--- src/hw/rtl/oeq_pkg.sv ---
package oeq_pkg;

   // queue geometry
   localparam int Capacity   = 16;
   localparam int ValueWidth = 32;

   // stored entries never exceed the 32 bit field that carries them
   localparam int StoreWidth = (ValueWidth < 32) ? ValueWidth : 32;
   localparam int CountWidth = $clog2(Capacity + 1);
   localparam int IdxWidth   = (Capacity > 1) ? $clog2(Capacity) : 1;

   // request kinds
   localparam logic [2:0] KindPush   = 3'd0;
   localparam logic [2:0] KindPop    = 3'd1;
   localparam logic [2:0] KindInsert = 3'd2;
   localparam logic [2:0] KindErase  = 3'd3;
   localparam logic [2:0] KindGet    = 3'd4;
   localparam logic [2:0] KindClear  = 3'd5;

   typedef struct packed {
      logic [2:0]  kind;
      logic [31:0] value;
      logic [3:0]  position;
   } req_type;

   typedef struct packed {
      logic        ok;
      logic [31:0] data;
      logic [4:0]  count;
   } rsp_type;

   // per-cycle command broadcast to every cell
   typedef enum logic [1:0] {
      OP_HOLD,
      OP_ADD,
      OP_REMOVE,
      OP_CLEAR
   } cell_op_type;

   typedef struct packed {
      cell_op_type           op;
      logic                  ordered;
      logic                  head;
      logic [StoreWidth-1:0] value;
   } cell_cmd_type;

endpackage

--- src/hw/rtl/ordered_entry_queue.sv ---
// ordered_entry_queue: bounded queue of up to Capacity unsigned values held
// in a row of shift cells, head in cell 0. push appends at the tail (a zero
// value is refused), pop takes the head, ordered insert puts the value ahead
// of the first entry it is greater than or equal to, erase drops every equal
// entry, get reads the entry at a position and clear empties the queue.
// ordered insert and erase need the ordering_enabled bit, written through the
// csr channel; the user must write it only while the queue is idle, the block
// itself does not enforce this. one rsp item comes back for every req item.
// an item is registered when taken and run once the output register is free;
// no new one is taken before it is done. erase closes one gap per cycle. a
// finished result sits in the output register while the next item is taken.
module ordered_entry_queue
   import oeq_pkg::*;
(
   input  logic    clock,
   input  logic    reset,
   // request channel
   input  logic    req_valid,
   output logic    req_ready,
   input  req_type req_payload,
   // response channel
   output logic    rsp_valid,
   input  logic    rsp_ready,
   output rsp_type rsp_payload,
   // ordering_enabled register write
   input  logic    csr_valid,
   output logic    csr_ready,
   input  logic    csr_data
);

   cell_cmd_type          cell_cmd;
   logic [StoreWidth-1:0] cell_value [Capacity];
   logic [Capacity-1:0]   cell_valid;
   // insert and remove chains ripple from head to tail
   logic [Capacity:0]     ins_chain;
   logic [Capacity:0]     rm_chain;

   assign ins_chain[0] = 1'b0;
   assign rm_chain[0]  = 1'b0;

   for (genvar i = 0; i < Capacity; i++) begin : g_cell
      logic [StoreWidth-1:0] left_value;
      logic                  left_valid;
      logic [StoreWidth-1:0] right_value;
      logic                  right_valid;

      // head cell has nothing to its left
      if (i == 0) begin : g_head
         assign left_value = '0;
         assign left_valid = 1'b0;
      end else begin : g_body
         assign left_value = cell_value[i-1];
         assign left_valid = cell_valid[i-1];
      end

      // tail cell pulls in an empty slot on a remove
      if (i == Capacity - 1) begin : g_tail
         assign right_value = '0;
         assign right_valid = 1'b0;
      end else begin : g_inner
         assign right_value = cell_value[i+1];
         assign right_valid = cell_valid[i+1];
      end

      oeq_cell u_cell (
         .clock       (clock),
         .reset       (reset),
         .cmd         (cell_cmd),
         .left_value  (left_value),
         .left_valid  (left_valid),
         .right_value (right_value),
         .right_valid (right_valid),
         .ins_in      (ins_chain[i]),
         .rm_in       (rm_chain[i]),
         .entry_value (cell_value[i]),
         .entry_valid (cell_valid[i]),
         .ins_out     (ins_chain[i+1]),
         .rm_out      (rm_chain[i+1])
      );
   end

   // sequencing, occupancy count, config bit and the output register
   oeq_ctrl u_ctrl (
      .clock       (clock),
      .reset       (reset),
      .req_valid   (req_valid),
      .req_ready   (req_ready),
      .req_payload (req_payload),
      .rsp_valid   (rsp_valid),
      .rsp_ready   (rsp_ready),
      .rsp_payload (rsp_payload),
      .csr_valid   (csr_valid),
      .csr_ready   (csr_ready),
      .csr_data    (csr_data),
      .cell_value  (cell_value),
      .cell_valid  (cell_valid),
      .removed     (rm_chain[Capacity]),
      .cell_cmd    (cell_cmd)
   );

endmodule

--- src/hw/rtl/oeq_cell.sv ---
module oeq_cell
   import oeq_pkg::*;
(
   input  logic                  clock,
   input  logic                  reset,
   input  cell_cmd_type          cmd,
   input  logic [StoreWidth-1:0] left_value,
   input  logic                  left_valid,
   input  logic [StoreWidth-1:0] right_value,
   input  logic                  right_valid,
   input  logic                  ins_in,
   input  logic                  rm_in,
   output logic [StoreWidth-1:0] entry_value,
   output logic                  entry_valid,
   output logic                  ins_out,
   output logic                  rm_out
);

   logic [StoreWidth-1:0] value_ff;
   logic [StoreWidth-1:0] value_in;
   logic                  valid_ff;
   logic                  valid_in;
   logic                  ins_here;
   logic                  rm_here;

   // first cell that takes the new value: first empty slot, or for an
   // ordered insert the first entry the value is greater than or equal to
   assign ins_here = !ins_in &&
                     (!valid_ff || (cmd.ordered && (cmd.value >= value_ff)));
   assign ins_out  = ins_in || ins_here;

   // first cell that drops out: the head, or the first equal entry
   assign rm_here = !rm_in && valid_ff && (cmd.head || (value_ff == cmd.value));
   assign rm_out  = rm_in || rm_here;

   always_comb begin
      value_in = value_ff;
      valid_in = valid_ff;
      case (cmd.op)
         OP_ADD: begin
            if (ins_in) begin
               value_in = left_value;
               valid_in = left_valid;
            end else if (ins_here) begin
               value_in = cmd.value;
               valid_in = 1'b1;
            end
         end
         OP_REMOVE: begin
            if (rm_out) begin
               value_in = right_value;
               valid_in = right_valid;
            end
         end
         OP_CLEAR: begin
            valid_in = 1'b0;
         end
         default: begin
         end
      endcase
   end

   always_ff @(posedge clock) begin
      if (reset) begin
         valid_ff <= 1'b0;
      end else begin
         valid_ff <= valid_in;
      end
      value_ff <= value_in;
   end

   assign entry_value = value_ff;
   assign entry_valid = valid_ff;

endmodule

--- src/hw/rtl/oeq_ctrl.sv ---
module oeq_ctrl
   import oeq_pkg::*;
(
   input  logic                  clock,
   input  logic                  reset,
   input  logic                  req_valid,
   output logic                  req_ready,
   input  req_type               req_payload,
   output logic                  rsp_valid,
   input  logic                  rsp_ready,
   output rsp_type               rsp_payload,
   input  logic                  csr_valid,
   output logic                  csr_ready,
   input  logic                  csr_data,
   input  logic [StoreWidth-1:0] cell_value [Capacity],
   input  logic [Capacity-1:0]   cell_valid,
   input  logic                  removed,
   output cell_cmd_type          cell_cmd
);

   typedef enum logic [1:0] {
      ST_IDLE,
      ST_EXEC,
      ST_ERASE
   } state_type;

   state_type             state_ff;
   state_type             state_in;
   req_type               cmd_ff;
   req_type               cmd_in;
   logic [CountWidth-1:0] count_ff;
   logic [CountWidth-1:0] count_in;
   logic                  erased_ff;
   logic                  erased_in;
   logic                  ordering_ff;
   logic                  ordering_in;
   logic                  rsp_valid_ff;
   logic                  rsp_valid_in;
   rsp_type               rsp_payload_ff;
   rsp_type               rsp_payload_in;

   logic                  out_free;
   logic                  full;
   logic                  empty;
   logic                  value_nz;
   logic                  pos_hit;
   logic [StoreWidth-1:0] cmd_value;
   logic                  respond;
   logic                  res_ok;
   logic [31:0]           res_data;

   assign out_free  = !rsp_valid_ff || rsp_ready;
   assign full      = (count_ff == CountWidth'(Capacity));
   assign empty     = (count_ff == '0);
   assign cmd_value = StoreWidth'(cmd_ff.value);
   assign value_nz  = (cmd_value != '0);
   assign pos_hit   = (32'(cmd_ff.position) < 32'(count_ff));

   assign ordering_in = csr_valid ? csr_data : ordering_ff;

   always_comb begin
      state_in     = state_ff;
      cmd_in       = cmd_ff;
      count_in     = count_ff;
      erased_in    = erased_ff;
      rsp_valid_in = rsp_valid_ff && !rsp_ready;
      rsp_payload_in = rsp_payload_ff;
      respond      = 1'b0;
      res_ok       = 1'b0;
      res_data     = '0;
      cell_cmd     = '{op: OP_HOLD, ordered: 1'b0, head: 1'b0, value: cmd_value};

      unique case (state_ff)
         ST_IDLE: begin
            if (req_valid) begin
               cmd_in   = req_payload;
               state_in = ST_EXEC;
            end
         end
         ST_EXEC: begin
            if (out_free) begin
               respond  = 1'b1;
               state_in = ST_IDLE;
               unique case (cmd_ff.kind)
                  KindPush: begin
                     if (value_nz && !full) begin
                        cell_cmd.op = OP_ADD;
                        count_in    = count_ff + CountWidth'(1);
                        res_ok      = 1'b1;
                     end
                  end
                  KindPop: begin
                     if (!empty) begin
                        cell_cmd.op   = OP_REMOVE;
                        cell_cmd.head = 1'b1;
                        count_in      = count_ff - CountWidth'(1);
                        res_ok        = 1'b1;
                        res_data      = 32'(cell_value[0]);
                     end
                  end
                  KindInsert: begin
                     if (ordering_ff && !full && (!empty || value_nz)) begin
                        cell_cmd.op      = OP_ADD;
                        cell_cmd.ordered = 1'b1;
                        count_in         = count_ff + CountWidth'(1);
                        res_ok           = 1'b1;
                     end
                  end
                  KindErase: begin
                     if (ordering_ff && !empty) begin
                        respond   = 1'b0;
                        erased_in = 1'b0;
                        state_in  = ST_ERASE;
                     end
                  end
                  KindGet: begin
                     if (pos_hit) begin
                        res_ok   = 1'b1;
                        res_data = 32'(cell_value[IdxWidth'(cmd_ff.position)]);
                     end
                  end
                  KindClear: begin
                     cell_cmd.op = OP_CLEAR;
                     count_in    = '0;
                     res_ok      = 1'b1;
                  end
                  default: begin
                  end
               endcase
            end
         end
         ST_ERASE: begin
            // one matching entry leaves per cycle until none is left
            cell_cmd.op = OP_REMOVE;
            if (removed) begin
               count_in  = count_ff - CountWidth'(1);
               erased_in = 1'b1;
            end else if (out_free) begin
               respond  = 1'b1;
               res_ok   = erased_ff;
               state_in = ST_IDLE;
            end
         end
         default: begin
            state_in = ST_IDLE;
         end
      endcase

      if (respond) begin
         rsp_valid_in   = 1'b1;
         rsp_payload_in = '{ok: res_ok, data: res_data, count: 5'(count_in)};
      end
   end

   always_ff @(posedge clock) begin
      if (reset) begin
         state_ff     <= ST_IDLE;
         count_ff     <= '0;
         erased_ff    <= 1'b0;
         ordering_ff  <= 1'b0;
         rsp_valid_ff <= 1'b0;
      end else begin
         state_ff     <= state_in;
         count_ff     <= count_in;
         erased_ff    <= erased_in;
         ordering_ff  <= ordering_in;
         rsp_valid_ff <= rsp_valid_in;
      end
      cmd_ff         <= cmd_in;
      rsp_payload_ff <= rsp_payload_in;
   end

   assign req_ready   = (state_ff == ST_IDLE);
   assign csr_ready   = 1'b1;
   assign rsp_valid   = rsp_valid_ff;
   assign rsp_payload = rsp_payload_ff;

`ifndef SYNTHESIS
   a_count_bound: assert property (@(posedge clock) disable iff (reset)
      32'(count_ff) <= Capacity)
      else $error("occupancy above capacity");

   a_count_cells: assert property (@(posedge clock) disable iff (reset)
      32'(count_ff) == $countones(cell_valid))
      else $error("occupancy disagrees with cell valid bits");

   a_clear_empties: assert property (@(posedge clock) disable iff (reset)
      (cell_cmd.op == OP_CLEAR) |=> (count_ff == '0) && (cell_valid == '0))
      else $error("clear left entries behind");

   a_erase_no_add: assert property (@(posedge clock) disable iff (reset)
      (state_ff == ST_ERASE) |-> (cell_cmd.op == OP_REMOVE))
      else $error("erase issued a non-remove cell command");
`endif

endmodule

--- config.mk ---
export PLATFORM = sky130hd
export DESIGN_NAME = ordered_entry_queue
export DESIGN_NICKNAME = d
export VERILOG_FILES = /design/src/hw/rtl/oeq_pkg.sv /design/src/hw/rtl/ordered_entry_queue.sv /design/src/hw/rtl/oeq_cell.sv /design/src/hw/rtl/oeq_ctrl.sv
export SDC_FILE = /design/constraint.sdc
export NUM_CORES = 2
export LEC_CHECK = 0
export ABC_AREA = 1
export BUFFER_PORTS_ARGS = -buffer_cell sky130_fd_sc_hd__buf_4
export CORE_ASPECT_RATIO = 0.5
export CORE_MARGIN = 8
export CORE_UTILIZATION = 26
export DETAILED_ROUTE_END_ITERATION = 6
export HOLD_SLACK_MARGIN = 0.15
export PLACE_DENSITY = 0.38
export SYNTH_ARGS = -nofsm -noshare
export SYNTH_HDL_FRONTEND = slang
export SYNTH_SLANG_ARGS = --single-unit
--- constraint.sdc ---
create_clock -name clock -period 5.15 [get_ports clock]
set_clock_uncertainty 0.2 [all_clocks]
set_input_delay 0.515 -clock clock [delete_from_list [all_inputs] [get_ports clock]]
set_output_delay 0.515 -clock clock [all_outputs]
set_load 0.01 [all_outputs]
==> results by stage <==
Floorplanning:
- During I/O placement, the number of pins put on the boundary was 86.
- The die is 314 um tall.
- The initial core utilization is between 20% and 30%.
- The floorplan has 109 rows.
- The area of the placeable core is 0.176 sq mm.
- The die covers 0.192 sq mm.
- The horizontal extent of the die is 612 um.

CTS:
- The deepest clock path buffer count is 3.
- Clock tree synthesis found a total of 615 sinks.
- TritonCTS built the clock tree.
- The master cell of the clock root buffer is clkbuf_16.
- The H-tree generated during clock tree synthesis spans 3 levels.
- The later pin in the worst-skew pair is clocked with a latency of 690 ps.
- After clock tree synthesis, the clock-pin slew on the worst setup and hold paths is 70 ps.
- Buffers inserted during clock tree synthesis total 74.

Worst setup path:
- The largest single stage delay on the critical path is 800 ps.
- The data required time at the worst endpoint is 5480 ps.
- By instance count, the cell type seen most on the critical path is nand2_2.
- The slowest stage of the critical path belongs to the cell nor4_2.
- The critical path goes through buf_4, ha_1, nand2_1, nor3_1, inv_1, nor4_2, nand3_1, a21oi_1, nor2_2, nand2_2, nor3_4, nand2_2, nand2_2, nand4_1, dlygate4sd3_1, a21oi_1.
- STA classifies the critical path endpoint as a flip-flop.
- The start point of the critical path is u_ctrl.cmd_value[25]$_DFFE_PP_.
- Of all nets on the critical path, the largest fanout is 14.
- The reg-to-reg startpoint is u_ctrl.cmd_value[25]$_DFFE_PP_.
- STA puts the critical path data arrival time at around 5500 ps.
- The type of the worst setup path is reg2reg.
- The category of the worst setup path launch point is a flip-flop.

Detailed routing:
- The detailed router used layers up to and including met5.
- The post-route met1 wirelength is approximately 110000 um.
- The detailed router finished its first iteration with 5384 violations.
- The average wire per cell in the routed design is 27.8 um.
- The total vias in the final route is 44000.
- In this run the remaining antenna-violating nets after routing total 0.
- The via density per instance is 5.53.
- The post-route DRC violation count is 0.
- The wire length on met3 is 17100 um.
- Wire segments on met2 add up to 90500 um in the final route.
- For this run, the detailed router's first-pass iteration total came to 5.
- For this block, the routed nets add up to roughly 220000 um of wire.

STA:
- After layout, the worst path uses 99.3% of the clock period.
- Setup repair after global routing could not meet its margin everywhere.
- The slew of the pin with the lowest slew margin is approximately 1200 ps.
- Setup violations remaining at the end of the flow were counted as 0.
- The number of pins exceeding their max-slew limit in the final report is 0.
- Derived from the worst setup path, the maximum achievable clock frequency is between 0.15 and 0.2 GHz.
- The minimum period implied by the final worst setup slack is between 5000 and 6000 ps.
- Summed over all failing endpoints, the final setup total negative slack is 0 ps.
- The total count of hold-check failures in the final report is 0.
- Headroom to the max-slew limit came out at 19.3%.

Flow run:
- Across the run, the number of max-cap violations was 0.

Placed design:
- Detailed placement finished with a half-perimeter wire length of 165000 um.
- The weighted congestion reported at the end of routability-driven placement is about 0.91.
- The placed instance count is 7758.
- In this run the cell area measured after placement is 0.0515 sq mm.
- The total of buffers placed on input and output ports is 84.

Synthesis:
- The most used flip-flop cell after synthesis is edfxtp_1.
- Ranked by instance count, the synthesized netlist is headed by inv_1 (719), nand3_1 (662), a21oi_1 (633).
- Counting distinct cell types in the post-synthesis netlist gives 54.
- After synthesis, the largest area contributor takes up 38.4% of total cell area.
- The area of the mapped netlist is 0.0461 sq mm.
- The most common cell in the synthesized netlist is inv_1.
- The post-synthesis net count is 5959.
- The synthesized instance count is 5389.
- The cell accounting for the most synthesized area is edfxtp_1.
- During synthesis, Yosys emitted a total of 0 warnings.
- The count of flip-flops with a built-in enable after synthesis is 589.
- After synthesis, the share of flip-flops with an asynchronous set or reset is 0%.
- The post-synthesis sequential area ratio is between 30% and 40%.
- Each instance of the synthesized netlist takes up on average ~8.6 sq um.
- By area the synthesized netlist is led by edfxtp_1 (38%), ha_1 (14%), o221ai_1 (7.7%).
- Synthesis inferred roughly 620 register bits.

Layout:
- The net count of the finished layout is 6074.
- Once layout is done, the placed cells without fillers occupy 0.0546 sq mm.
- The post-route netlist has between 10 and 15% of its cells at a drive strength greater than 1.
- The area added between synthesis and finish is 18.3%.
- The post-layout instance count excluding filler cells is slightly below 8000.
- The area of combinational cells with multiple inputs is 0.0240 sq mm.
- The layout has 18600 filler cells.
- The total area of sequential cells is 0.0182 sq mm.

Pwr:
- Summing internal, switching and leakage power gives 14.4 mW.
- The leakage power figure is 23.0 nW.
- The total power divided by cell area is between 200 and 300 mW/mm^2.
- The worst-case IR drop observed on VDD is 0.000232 V.

Global route:
- The number of global-route vias before repair is roughly 42000.
- The first-pass GRT wire length is roughly 310000 um.
- After global routing the overflow that remains totals 0.
- The combined global-route utilization of all metal layers is between 20 and 25%.
- The number of antenna violations at the first check in global routing was 13.
- Entering global routing, the biggest net connects between 150 and 200 pins.

Run status:
- The run finished with clean final reports.

Hold path:
- The path category of the worst min-delay check is reg2reg.
- The critical hold path startpoint is g_cell[11].u_cell.entry_valid$_SDFFE_PP0P_.
registers in the layout, indices dropped and copies added (netlist names):
name,count
g_cell.u_cell.entry_value,512
u_ctrl.rsp_payload,38
u_ctrl.cmd_value,32
g_cell.u_cell.entry_valid,16
u_ctrl.cmd_ff,7
u_ctrl.count_ff,5
u_ctrl.state_ff,2
u_ctrl.erased_ff,1
u_ctrl.ordering_ff,1
u_ctrl.rsp_valid,1
per-stage QoR:
step	hold slack (ps)	utilization, %	setup WS, ps
finish	290	30.9	37.3
global route	317	30.9	-23.7
CTS	282	30.8	1.65
detailed placement	270	29.2	-1120
global placement	265	29.2	-1120
floorplan	250	-	573
report_power, final:
group | switching, mW | total, mW | internal [mW]
combinational | 2.01 | 2.99 | 0.981
sequential | 0.144 | 5.85 | 5.71
clock | 2.47 | 5.54 | 3.07
worst max-delay path: cells and delay by family, from the launching register on:
family,cells,cell delay [ps]
DFF,1,570
buffers and inverters,3,1010
adders and majority gates,1,330
and+or+nand+nor,10,2530
AOI/OAI and AO/OA,2,300
cell type report:
cell class,count,area share (%)
diodes,3,0.0138
clock buffers,88,3.53
clock inverters,42,0.775
inverters,729,5.06
multi-input cells,3677,44.0
flip-flops and latches,615,33.4
well taps,2386,5.47
repair buffers,407,7.82
per-layer routing:
metal  track usage, %  up-vias
met5                0        -
met4             4.89        4
met3             3.46      238
met2             32.7     1868
met1             34.0    21800
li1                 -    20100
cells in the final DEF (no fill, tap or decap), types with 45 or more instances in the layout:
cell type | synthesis | final
a21oi_1 | 633 | 632
buf_12 | 0 | 86
buf_4 | 6 | 270
clkbuf_16 | 0 | 75
dlygate4sd3_1 | 0 | 45
edfxtp_1 | 589 | 589
ha_1 | 525 | 524
inv_1 | 719 | 714
nand2_1 | 508 | 502
nand3_1 | 662 | 661
nand4_1 | 62 | 62
nor2_1 | 191 | 172
o21ai_0 | 416 | 416
o221ai_1 | 406 | 406
what timing repair did:
action                     4_1_cts  5_1_grt
resized for setup                8       14
setup buffers                    3        8
hold buffers                    45        0
setup endpoints to repair      783      500
pin swaps                        1        4
hold endpoints to repair        59        0
final timing paths:
check	end	slack (ps)	cells after the start
min	g_cell[11].u_cell.entry_valid$_SDFFE_PP0P_	290	2
max	u_ctrl.state_ff[0]$_SDFFE_PP0P_	40	16
max reg2reg	u_ctrl.state_ff[0]$_SDFFE_PP0P_	40	16
min reg2reg	g_cell[11].u_cell.entry_valid$_SDFFE_PP0P_	290	2
logic make-up (layout without fill, tap and decap cells):
kind of cell               count (synthesis)  in the layout  synth area share, %
buffers and inverters                   1097           1266                 9.11
and+or+nand+nor                         1490           1490                 14.8
AOI/OAI and AO/OA                       1658           1658                 22.3
adders and majority gates                525            525                 14.2
xor gates and xnor gates                   3              3               0.0570
DFF                                      615            615                 39.5
other                                      1              4              0.00813
(Power assumes the default switching activity.)
